## src/hdl/sbus_pkg.sv

```systemverilog
`timescale 1ns / 1ps
// Shared types and constants for the SBUS frame decoder.
// No dependencies; used by every module under hdl/.
package sbus_pkg;

    localparam int unsigned CH_W        = 11;
    localparam int unsigned NUM_CH      = 16;
    localparam int unsigned PAYLOAD_LEN = 22;
    localparam int unsigned PAYLOAD_W   = PAYLOAD_LEN * 8;
    localparam int unsigned POS_W       = 5;
    localparam int unsigned IDX_W       = 4;

    localparam logic [7:0] START_BYTE = 8'h0F;
    localparam logic [7:0] END_BYTE   = 8'h00;

    // byte position codes; payload occupies positions 1..22
    localparam logic [POS_W-1:0] POS_FIRST_DATA = 5'd1;
    localparam logic [POS_W-1:0] POS_LAST_DATA  = 5'd22;
    localparam logic [POS_W-1:0] POS_FLAGS      = 5'd23;
    localparam logic [POS_W-1:0] POS_END        = 5'd24;
    localparam logic [POS_W-1:0] POS_IDLE       = 5'd25;

    localparam logic [IDX_W-1:0] LAST_CH = 4'd15;

    // pulse map: 1000 + floor((v - 300) * 5 / 7), clamped to 1000..2000
    localparam logic [CH_W-1:0] RAW_OFFSET = 11'd300;
    localparam logic [11:0]     PULSE_MIN  = 12'd1000;
    localparam logic [11:0]     PULSE_MAX  = 12'd2000;
    // floor(x/7) == (x * 74899) >> 19 for all x below 14979
    localparam logic [16:0]     RECIP7     = 17'd74899;
    localparam int unsigned     RECIP_SH   = 19;

    // configuration register indexes
    localparam int unsigned      CFG_IDX_W     = 1;
    localparam logic [CFG_IDX_W-1:0] CFG_PULSE_MODE = 1'b0;
    localparam logic [CFG_IDX_W-1:0] CFG_FLAG_MASK  = 1'b1;

    typedef enum logic [3:0] {
        ST_IDLE = 4'b0001,
        ST_PREP = 4'b0010,
        ST_MAP  = 4'b0100,
        ST_OUT  = 4'b1000
    } t_state;

endpackage

```

## src/hdl/sbus_pulse_map.sv

```systemverilog
`timescale 1ns / 1ps
// Raw channel value to pulse width in microseconds; first stage registered.
// Depends on sbus_pkg.
module sbus_pulse_map (
    input  logic                        i_clk,
    input  logic                        i_load,
    input  logic [sbus_pkg::CH_W-1:0]   i_raw,
    output logic [sbus_pkg::CH_W-1:0]   o_pulse
);

    logic [13:0]                 r_x;
    logic                        r_low;
    logic [sbus_pkg::CH_W-1:0]   w_diff;
    logic [13:0]                 w_x5;
    logic [30:0]                 w_prod;
    logic [11:0]                 w_quot;
    logic [11:0]                 w_sum;
    logic [11:0]                 w_clamped;

    assign w_diff = i_raw - sbus_pkg::RAW_OFFSET;
    assign w_x5   = ({3'b000, w_diff} << 2) + {3'b000, w_diff};

    // stage 1: offset and scale by 5
    always_ff @(posedge i_clk) begin
        if (i_load) begin
            r_low <= (i_raw < sbus_pkg::RAW_OFFSET);
            r_x   <= (i_raw < sbus_pkg::RAW_OFFSET) ? 14'd0 : w_x5;
        end
    end

    // stage 2: divide by 7 via reciprocal, add base, clamp
    assign w_prod = 31'(r_x) * 31'(sbus_pkg::RECIP7);
    assign w_quot = w_prod[30:sbus_pkg::RECIP_SH];
    assign w_sum  = sbus_pkg::PULSE_MIN + w_quot;

    always_comb begin
        if (r_low) begin
            w_clamped = sbus_pkg::PULSE_MIN;
        end else if (w_sum > sbus_pkg::PULSE_MAX) begin
            w_clamped = sbus_pkg::PULSE_MAX;
        end else begin
            w_clamped = w_sum;
        end
    end

    assign o_pulse = w_clamped[sbus_pkg::CH_W-1:0];

endmodule

```

## src/hdl/sbus_frame_decoder.sv

```systemverilog
`timescale 1ns / 1ps
// SBUS 16-channel frame decoder top level.
// Depends on sbus_pkg and sbus_pulse_map.
//
//  channel | signals                                         | direction
//  --------+-------------------------------------------------+----------
//  input   | i_valid, o_ready, i_rx_byte, i_frame_first      | in
//  result  | o_valid, i_ready, o_frame_ok, o_channel_index,  | out
//          | o_channel_value, o_run_last                     |
//  config  | i_cfg_we, i_cfg_index, i_cfg_data               | in
//
// A byte that yields no result leaves the sequencer idle, so o_ready stays high.
// The end byte of a good frame starts a run of 16 results; each channel passes
// through ST_PREP (extract/scale), ST_MAP (map) and ST_OUT (present), while a
// rejection gives a single result. The single pulse-map unit and payload shifter set this.
// Reset is synchronous, active low; it clears the sequencer, the frame position
// (no frame in progress) and the config registers (raw mode, mask 0xFF).
// A stalled result holds all outputs; no input is taken while results are pending.
module sbus_frame_decoder (
    input  logic                                i_clk,
    input  logic                                i_rst_n,
    // configuration writes
    input  logic                                i_cfg_we,
    input  logic [sbus_pkg::CFG_IDX_W-1:0]      i_cfg_index,
    input  logic [7:0]                          i_cfg_data,
    // byte input
    input  logic                                i_valid,
    output logic                                o_ready,
    input  logic [7:0]                          i_rx_byte,
    input  logic                                i_frame_first,
    // results
    output logic                                o_valid,
    input  logic                                i_ready,
    output logic                                o_frame_ok,
    output logic [sbus_pkg::IDX_W-1:0]          o_channel_index,
    output logic [sbus_pkg::CH_W-1:0]           o_channel_value,
    output logic                                o_run_last
);

    sbus_pkg::t_state                   r_state, n_state;
    logic [sbus_pkg::POS_W-1:0]         r_pos;
    logic                               r_start_good;
    logic                               r_flags_good;
    logic [sbus_pkg::PAYLOAD_W-1:0]     r_payload;
    logic [sbus_pkg::IDX_W-1:0]         r_ch;
    logic                               r_pulse_mode;
    logic [7:0]                         r_flag_mask;
    logic                               r_out_ok;
    logic [sbus_pkg::IDX_W-1:0]         r_out_idx;
    logic [sbus_pkg::CH_W-1:0]          r_out_val;
    logic                               r_out_last;

    logic                               w_in_xfer;
    logic                               w_out_xfer;
    logic                               w_at_end;
    logic                               w_frame_good;
    logic [sbus_pkg::CH_W-1:0]          w_raw;
    logic [sbus_pkg::CH_W-1:0]          w_pulse;

    assign o_ready    = (r_state == sbus_pkg::ST_IDLE);
    assign o_valid    = (r_state == sbus_pkg::ST_OUT);
    assign w_in_xfer  = i_valid && o_ready;
    assign w_out_xfer = o_valid && i_ready;

    // end byte of a frame in progress
    assign w_at_end     = w_in_xfer && !i_frame_first && (r_pos == sbus_pkg::POS_END);
    assign w_frame_good = r_start_good && r_flags_good && (i_rx_byte == sbus_pkg::END_BYTE);

    // current channel always sits in the low bits of the payload shifter
    assign w_raw = r_payload[sbus_pkg::CH_W-1:0];

    sbus_pulse_map u_map (
        .i_clk   (i_clk),
        .i_load  (r_state == sbus_pkg::ST_PREP),
        .i_raw   (w_raw),
        .o_pulse (w_pulse)
    );

    // sequencer
    always_comb begin
        n_state = r_state;
        case (r_state)
            sbus_pkg::ST_IDLE: begin
                if (w_at_end) begin
                    n_state = w_frame_good ? sbus_pkg::ST_PREP : sbus_pkg::ST_OUT;
                end
            end
            sbus_pkg::ST_PREP: n_state = sbus_pkg::ST_MAP;
            sbus_pkg::ST_MAP:  n_state = sbus_pkg::ST_OUT;
            sbus_pkg::ST_OUT: begin
                if (w_out_xfer) begin
                    n_state = r_out_last ? sbus_pkg::ST_IDLE : sbus_pkg::ST_PREP;
                end
            end
            default: n_state = sbus_pkg::ST_IDLE;
        endcase
    end

    always_ff @(posedge i_clk) begin
        if (!i_rst_n) begin
            r_state <= sbus_pkg::ST_IDLE;
        end else begin
            r_state <= n_state;
        end
    end

    // config registers
    always_ff @(posedge i_clk) begin
        if (!i_rst_n) begin
            r_pulse_mode <= 1'b0;
            r_flag_mask  <= 8'hFF;
        end else if (i_cfg_we) begin
            case (i_cfg_index)
                sbus_pkg::CFG_PULSE_MODE: r_pulse_mode <= i_cfg_data[0];
                sbus_pkg::CFG_FLAG_MASK:  r_flag_mask  <= i_cfg_data;
                default: ;
            endcase
        end
    end

    // frame position and checks
    always_ff @(posedge i_clk) begin
        if (!i_rst_n) begin
            r_pos        <= sbus_pkg::POS_IDLE;
            r_start_good <= 1'b0;
            r_flags_good <= 1'b0;
        end else if (w_in_xfer) begin
            if (i_frame_first) begin
                r_start_good <= (i_rx_byte == sbus_pkg::START_BYTE);
                r_flags_good <= 1'b0;
                r_pos        <= sbus_pkg::POS_FIRST_DATA;
            end else if (r_pos == sbus_pkg::POS_FLAGS) begin
                r_flags_good <= ((i_rx_byte & r_flag_mask) == 8'h00);
                r_pos        <= r_pos + 5'd1;
            end else if (r_pos >= sbus_pkg::POS_FIRST_DATA &&
                         r_pos <= sbus_pkg::POS_LAST_DATA) begin
                r_pos <= r_pos + 5'd1;
            end else begin
                r_pos <= sbus_pkg::POS_IDLE;
            end
        end
    end

    // payload shifter: bytes enter at the top, channels leave at the bottom
    always_ff @(posedge i_clk) begin
        if (w_in_xfer && !i_frame_first &&
            r_pos >= sbus_pkg::POS_FIRST_DATA && r_pos <= sbus_pkg::POS_LAST_DATA) begin
            r_payload <= {i_rx_byte, r_payload[sbus_pkg::PAYLOAD_W-1:8]};
        end else if (w_out_xfer && !r_out_last) begin
            r_payload <= {{sbus_pkg::CH_W{1'b0}},
                          r_payload[sbus_pkg::PAYLOAD_W-1:sbus_pkg::CH_W]};
        end
    end

    // channel counter
    always_ff @(posedge i_clk) begin
        if (!i_rst_n) begin
            r_ch <= '0;
        end else if (w_at_end) begin
            r_ch <= '0;
        end else if (w_out_xfer && !r_out_last) begin
            r_ch <= r_ch + 4'd1;
        end
    end

    // result register
    always_ff @(posedge i_clk) begin
        if (!i_rst_n) begin
            r_out_last <= 1'b0;
        end else if (w_at_end && !w_frame_good) begin
            r_out_last <= 1'b1;
        end else if (r_state == sbus_pkg::ST_MAP) begin
            r_out_last <= (r_ch == sbus_pkg::LAST_CH);
        end
    end

    always_ff @(posedge i_clk) begin
        if (w_at_end && !w_frame_good) begin
            r_out_ok  <= 1'b0;
            r_out_idx <= '0;
            r_out_val <= '0;
        end else if (r_state == sbus_pkg::ST_MAP) begin
            r_out_ok  <= 1'b1;
            r_out_idx <= r_ch;
            r_out_val <= r_pulse_mode ? w_pulse : w_raw;
        end
    end

    assign o_frame_ok      = r_out_ok;
    assign o_channel_index = r_out_idx;
    assign o_channel_value = r_out_val;
    assign o_run_last      = r_out_last;

endmodule

```

## config.mk

```make
export PLATFORM = sky130hd
export DESIGN_NAME = sbus_frame_decoder
export DESIGN_NICKNAME = d
export VERILOG_FILES = /design/src/hdl/sbus_pkg.sv /design/src/hdl/sbus_pulse_map.sv /design/src/hdl/sbus_frame_decoder.sv
export SDC_FILE = /design/constraint.sdc
export NUM_CORES = 1
export LEC_CHECK = 0
export BUFFER_PORTS_ARGS = -buffer_cell sky130_fd_sc_hd__buf_2
export CAP_MARGIN = 30
export CORE_MARGIN = 2
export CORE_UTILIZATION = 57
export DETAILED_ROUTE_END_ITERATION = 10
export GPL_TIMING_DRIVEN = 0
export HOLD_SLACK_MARGIN = 0.12
export PLACE_DENSITY = 0.82
export SLEW_MARGIN = 20
export SYNTH_ARGS = -nofsm -noshare
export SYNTH_HDL_FRONTEND = slang
export SYNTH_SLANG_ARGS = --single-unit
```

## constraint.sdc

```tcl
create_clock -name i_clk -period 6.8 [get_ports i_clk]
set_input_delay 0.68 -clock i_clk [delete_from_list [all_inputs] [get_ports i_clk]]
set_output_delay 0.68 -clock i_clk [all_outputs]
set_load 0.05 [all_outputs]
```

==> results_dict.tcl <==
set metrics [dict create \
    vias 10620 \
    die_y_microns 161.4 \
    whs_ns 0.3816 \
    synth-warning-count 0 \
    synth_edf_count 191 \
    hp-class "input port to flop" \
    fin_crit_ns 6.855 \
    vdd_drop_max_uv 217.4 \
    path_max_fanout 6 \
    swShare 0.2967 \
    nets 1760 \
    synth_cells 1493 \
    grt_max_degree 107 \
    synth_top_area_share 0.4063 \
    grt_pass1_wl_microns 47380 \
    ys_seq_area_frac 0.4645 \
    root_buffer "clkbuf_16" \
    syn2layout_area_growth_pct 11.93 \
    max_freq_mhz 145.9 \
    finalHoldViolCount 0 \
    pwr-share-comb 0.191 \
    drtPass1Iterations 5 \
    synth_top_family_by_area "simple AND/OR/NAND/NOR gates" \
    wire_per_inst_microns 14.95 \
    grt_pass1_vias 10340 \
    viasPerCell 5.546 \
    cts_sinks 232 \
    numPlacedInstances 1861 \
    synth_fa_ha_area_frac 0.1627 \
    p_seq_frac 0.485 \
    io_buffers 40 \
    cts_tree "built" \
    cp-start-kind "flop" \
    synth_xor_xnor_area_share 0.01489 \
    gr-total-overflow 0 \
    remaining_drc_errors 0 \
    fp.dieW_microns 161.4 \
    postLayoutCoreUtil 0.6497 \
    synthFlopType "edfxtp_1" \
    cts_htree_levels 1 \
    outcome "complete, but fails checks" \
    fp.dieArea_sq_um 26040 \
    synth.avg_cell_area_sq_um 9.455 \
    arrival_ns 7.27 \
    setup_viol 2 \
    gp_congestion 0.8633 \
    synth-async-reset-ratio 0 \
    p_sw_mw 1.105 \
    numCtsBuffers 24 \
    worstSetupEndpointType "flop" \
    design_area_sq_um 15800 \
    ys_types 94 \
    power_density_nw_per_um2 235.8 \
    violations "negative setup slack" \
    clkTransAtPathRegs_ns 0.06 \
    dpl_cell_area_sq_um 14850 \
    rows 57 \
    fin_skew_ns 0.02325 \
    grt_usage 0.2181 \
    cellLeakagePower_nw 6.997 \
    synthSimpleGateAreaFrac 0.2284 \
    synthTopCellsByArea "edfxtp_1, nand2_1, ha_1" \
    antenna_found_initial 0 \
    core_region_area_sq_um 24320 \
    ant_nets 0 \
    drv_cap 0 \
    initial_core_util 0.5804 \
    cts.path.max_buffers 3 \
    ios 42 \
    required_ns 7.22 \
    synth_top_cell_by_area "edfxtp_1" \
    syn-num-nets 1678 \
    tightest_slew_ns 0.9935 \
    muxShareOfSynthArea 0.002836 \
    hpwlAfterDp_microns 21010 \
    ys_ff_latch 232 \
    drv_slew 0 \
    layout-drive-gt1-share 0.09748 \
    slew-limit-headroom 0.3326 \
    finalCritPeriodShare 1.008 \
    synth_compound_area_frac 0.08252 \
    pwr-share-clk 0.324 \
    worst_slack_ns -0.05522 \
    n_antenna_cell 0 \
    clkLatencyLatePin_ns 0.52 \
    fillers 1873 \
    final-instance-count-excl-fill 1914 \
    synth_area_sq_um 14120 \
    worstSetupPathType "flop to flop" \
    drt-initial-drc-count 832 \
    rsz0062_at_grt "true" \
    wirelength_microns 28610 \
    p_int_mw 2.621 \
]
final timing paths:
path	endpoint	cells after the start	start	slack, ns
hold / removal	r_flag_mask[4]	3	i_cfg_data[4]	0.38
hold reg to reg	o_channel_value[8]	2	o_channel_value[8]	0.46
setup / recovery	o_channel_value[1]	25	u_map.r_x[12]	-0.06
setup reg to reg	o_channel_value[1]	25	u_map.r_x[12]	-0.06
cell families after synthesis:
family / count (synthesis)
adders and majority gates: 162
and+or+nand+nor: 756
buffers and inverters: 149
AOI/OAI and AO/OA: 166
DFF: 232
xor gates and xnor gates: 24
muxes: 4
routing by layer:
metal  up-vias  part of all wire  wire length, microns  GRT usage
met4         0             0.019                   532    0.04667
li1       5240                 -                     -          -
met5         -                 0                     0          0
met2       270              0.50                 14260     0.3871
met3        45             0.049                  1400    0.02517
met1      5061              0.43                 12420     0.2898
per-stage QoR:
step / setup slack, ns / total power [mW] / setup TNS, ns
2_1_floorplan: 0.008792 / 2.359 / 0
3_3_place_gp: -0.3987 / 2.515 / -3.550
3_5_place_dp: -0.5353 / 2.536 / -4.789
4_1_cts: -0.006683 / 3.733 / -0.006683
5_1_grt: -0.2170 / 3.878 / -1.262
6_report: -0.05522 / 3.726 / -0.08814
cell usage in the layout, fill, tap and decap left out, types with 4 or more instances in the layout:
cell | synthesis | layout
nand2_1 | 562 | 560
edfxtp_1 | 191 | 191
ha_1 | 126 | 121
inv_1 | 93 | 91
clkbuf_1 | 47 | 53
nor2_1 | 53 | 53
a21oi_1 | 46 | 43
buf_2 | 2 | 43
dfxtp_1 | 41 | 41
fa_1 | 36 | 36
o21ai_0 | 26 | 25
clkbuf_16 | 0 | 24
nand3_1 | 22 | 22
and2_1 | 21 | 20
xnor2_1 | 17 | 17
nor2b_1 | 14 | 14
nor3_1 | 14 | 13
buf_4 | 1 | 13
nand4_1 | 11 | 11
a21o_1 | 9 | 9
o21bai_1 | 8 | 8
xor2_1 | 7 | 7
and3_1 | 7 | 7
a211oi_1 | 7 | 6
clkinv_1 | 0 | 6
a21oi_2 | 2 | 5
ha_4 | 0 | 5
nand2b_1 | 4 | 4
a311oi_1 | 5 | 4
mux2i_1 | 4 | 4
a31oi_1 | 6 | 4
nor4_1 | 7 | 4
o211ai_1 | 4 | 4
or3_1 | 6 | 4
sequential cells by signal, indices dropped and copies added, names as in the netlist, 4 cells and up:
name             count
r_payload          176
o_channel_index      4
r_flag_mask          8
r_pos                5
r_ch                 4
o_channel_value     11
r_state              4
u_map.r_x           14
layout make-up:
cell class / count / area (sq um) / area share
Buffer: 54 / 249.0 / 0.01576
Clock buffer: 30 / 623.1 / 0.03944
Clock inverter: 11 / 86.33 / 0.005464
Inverter: 93 / 349.1 / 0.02209
Multi-Input combinational cell: 1112 / 7183 / 0.4546
Sequential cell: 232 / 6556 / 0.4149
Tap cell: 324 / 405.4 / 0.02566
Timing Repair Buffer: 58 / 347.8 / 0.02201
power by group through the flow:
stage / clock, mW / sequential [mW] / combinational [mW]
after floorplan: 0 / 1.98 / 0.380
after global placement: 0 / 1.84 / 0.672
after detailed placement: 0 / 1.83 / 0.704
after CTS: 1.22 / 1.80 / 0.707
after global routing: 1.27 / 1.82 / 0.787
final: 1.21 / 1.81 / 0.711
worst max-delay path: stages (launching register included):
cell and delay [ns]:
edfxtp_1 0.44, inv_2 0.10, ha_4 0.20, fa_1 0.52, inv_2 0.04, fa_1 0.46
fa_1 0.51, inv_1 0.05, fa_1 0.47, inv_1 0.05, fa_1 0.48, ha_4 0.33
nand2_2 0.06, or3_4 0.38, a211oi_4 0.24, o311a_1 0.28, o21ai_2 0.09, and2_4 0.17
ha_4 0.16, or4_4 0.48, nor3_2 0.24, nand3_2 0.13, a22oi_2 0.32, buf_4 0.20
a31oi_4 0.08, nor3_1 0.26
what timing repair did:
action                                 CTS  global route
cloned                                   0             0
endpoints found under the hold margin    0             0
setup buffers                           11             2
setup endpoints to repair               11            11
gates resized for setup                 13            16
hold buffers                             0             0
pin swaps                               22            14
Yosys cell counts (3+ instances only):
| library cell | instances |
|---|---|
| nand2_1 | 562 |
| edfxtp_1 | 191 |
| ha_1 | 126 |
| inv_1 | 93 |
| nor2_1 | 53 |
| clkbuf_1 | 47 |
| a21oi_1 | 46 |
| dfxtp_1 | 41 |
| fa_1 | 36 |
| o21ai_0 | 26 |
| nand3_1 | 22 |
| and2_1 | 21 |
| xnor2_1 | 17 |
| nor2b_1 | 14 |
| nor3_1 | 14 |
| nand4_1 | 11 |
| a21o_1 | 9 |
| o21bai_1 | 8 |
| a211oi_1 | 7 |
| and3_1 | 7 |
| nor4_1 | 7 |
| xor2_1 | 7 |
| a31oi_1 | 6 |
| or3_1 | 6 |
| a311oi_1 | 5 |
| mux2i_1 | 4 |
| nand2b_1 | 4 |
| nor4b_1 | 4 |
| o211ai_1 | 4 |
| a22oi_1 | 3 |
| nand3b_1 | 3 |
| o21a_1 | 3 |
| o21ai_1 | 3 |
| or2_2 | 3 |
| or4_1 | 3 |
(Power assumes the default switching activity.)
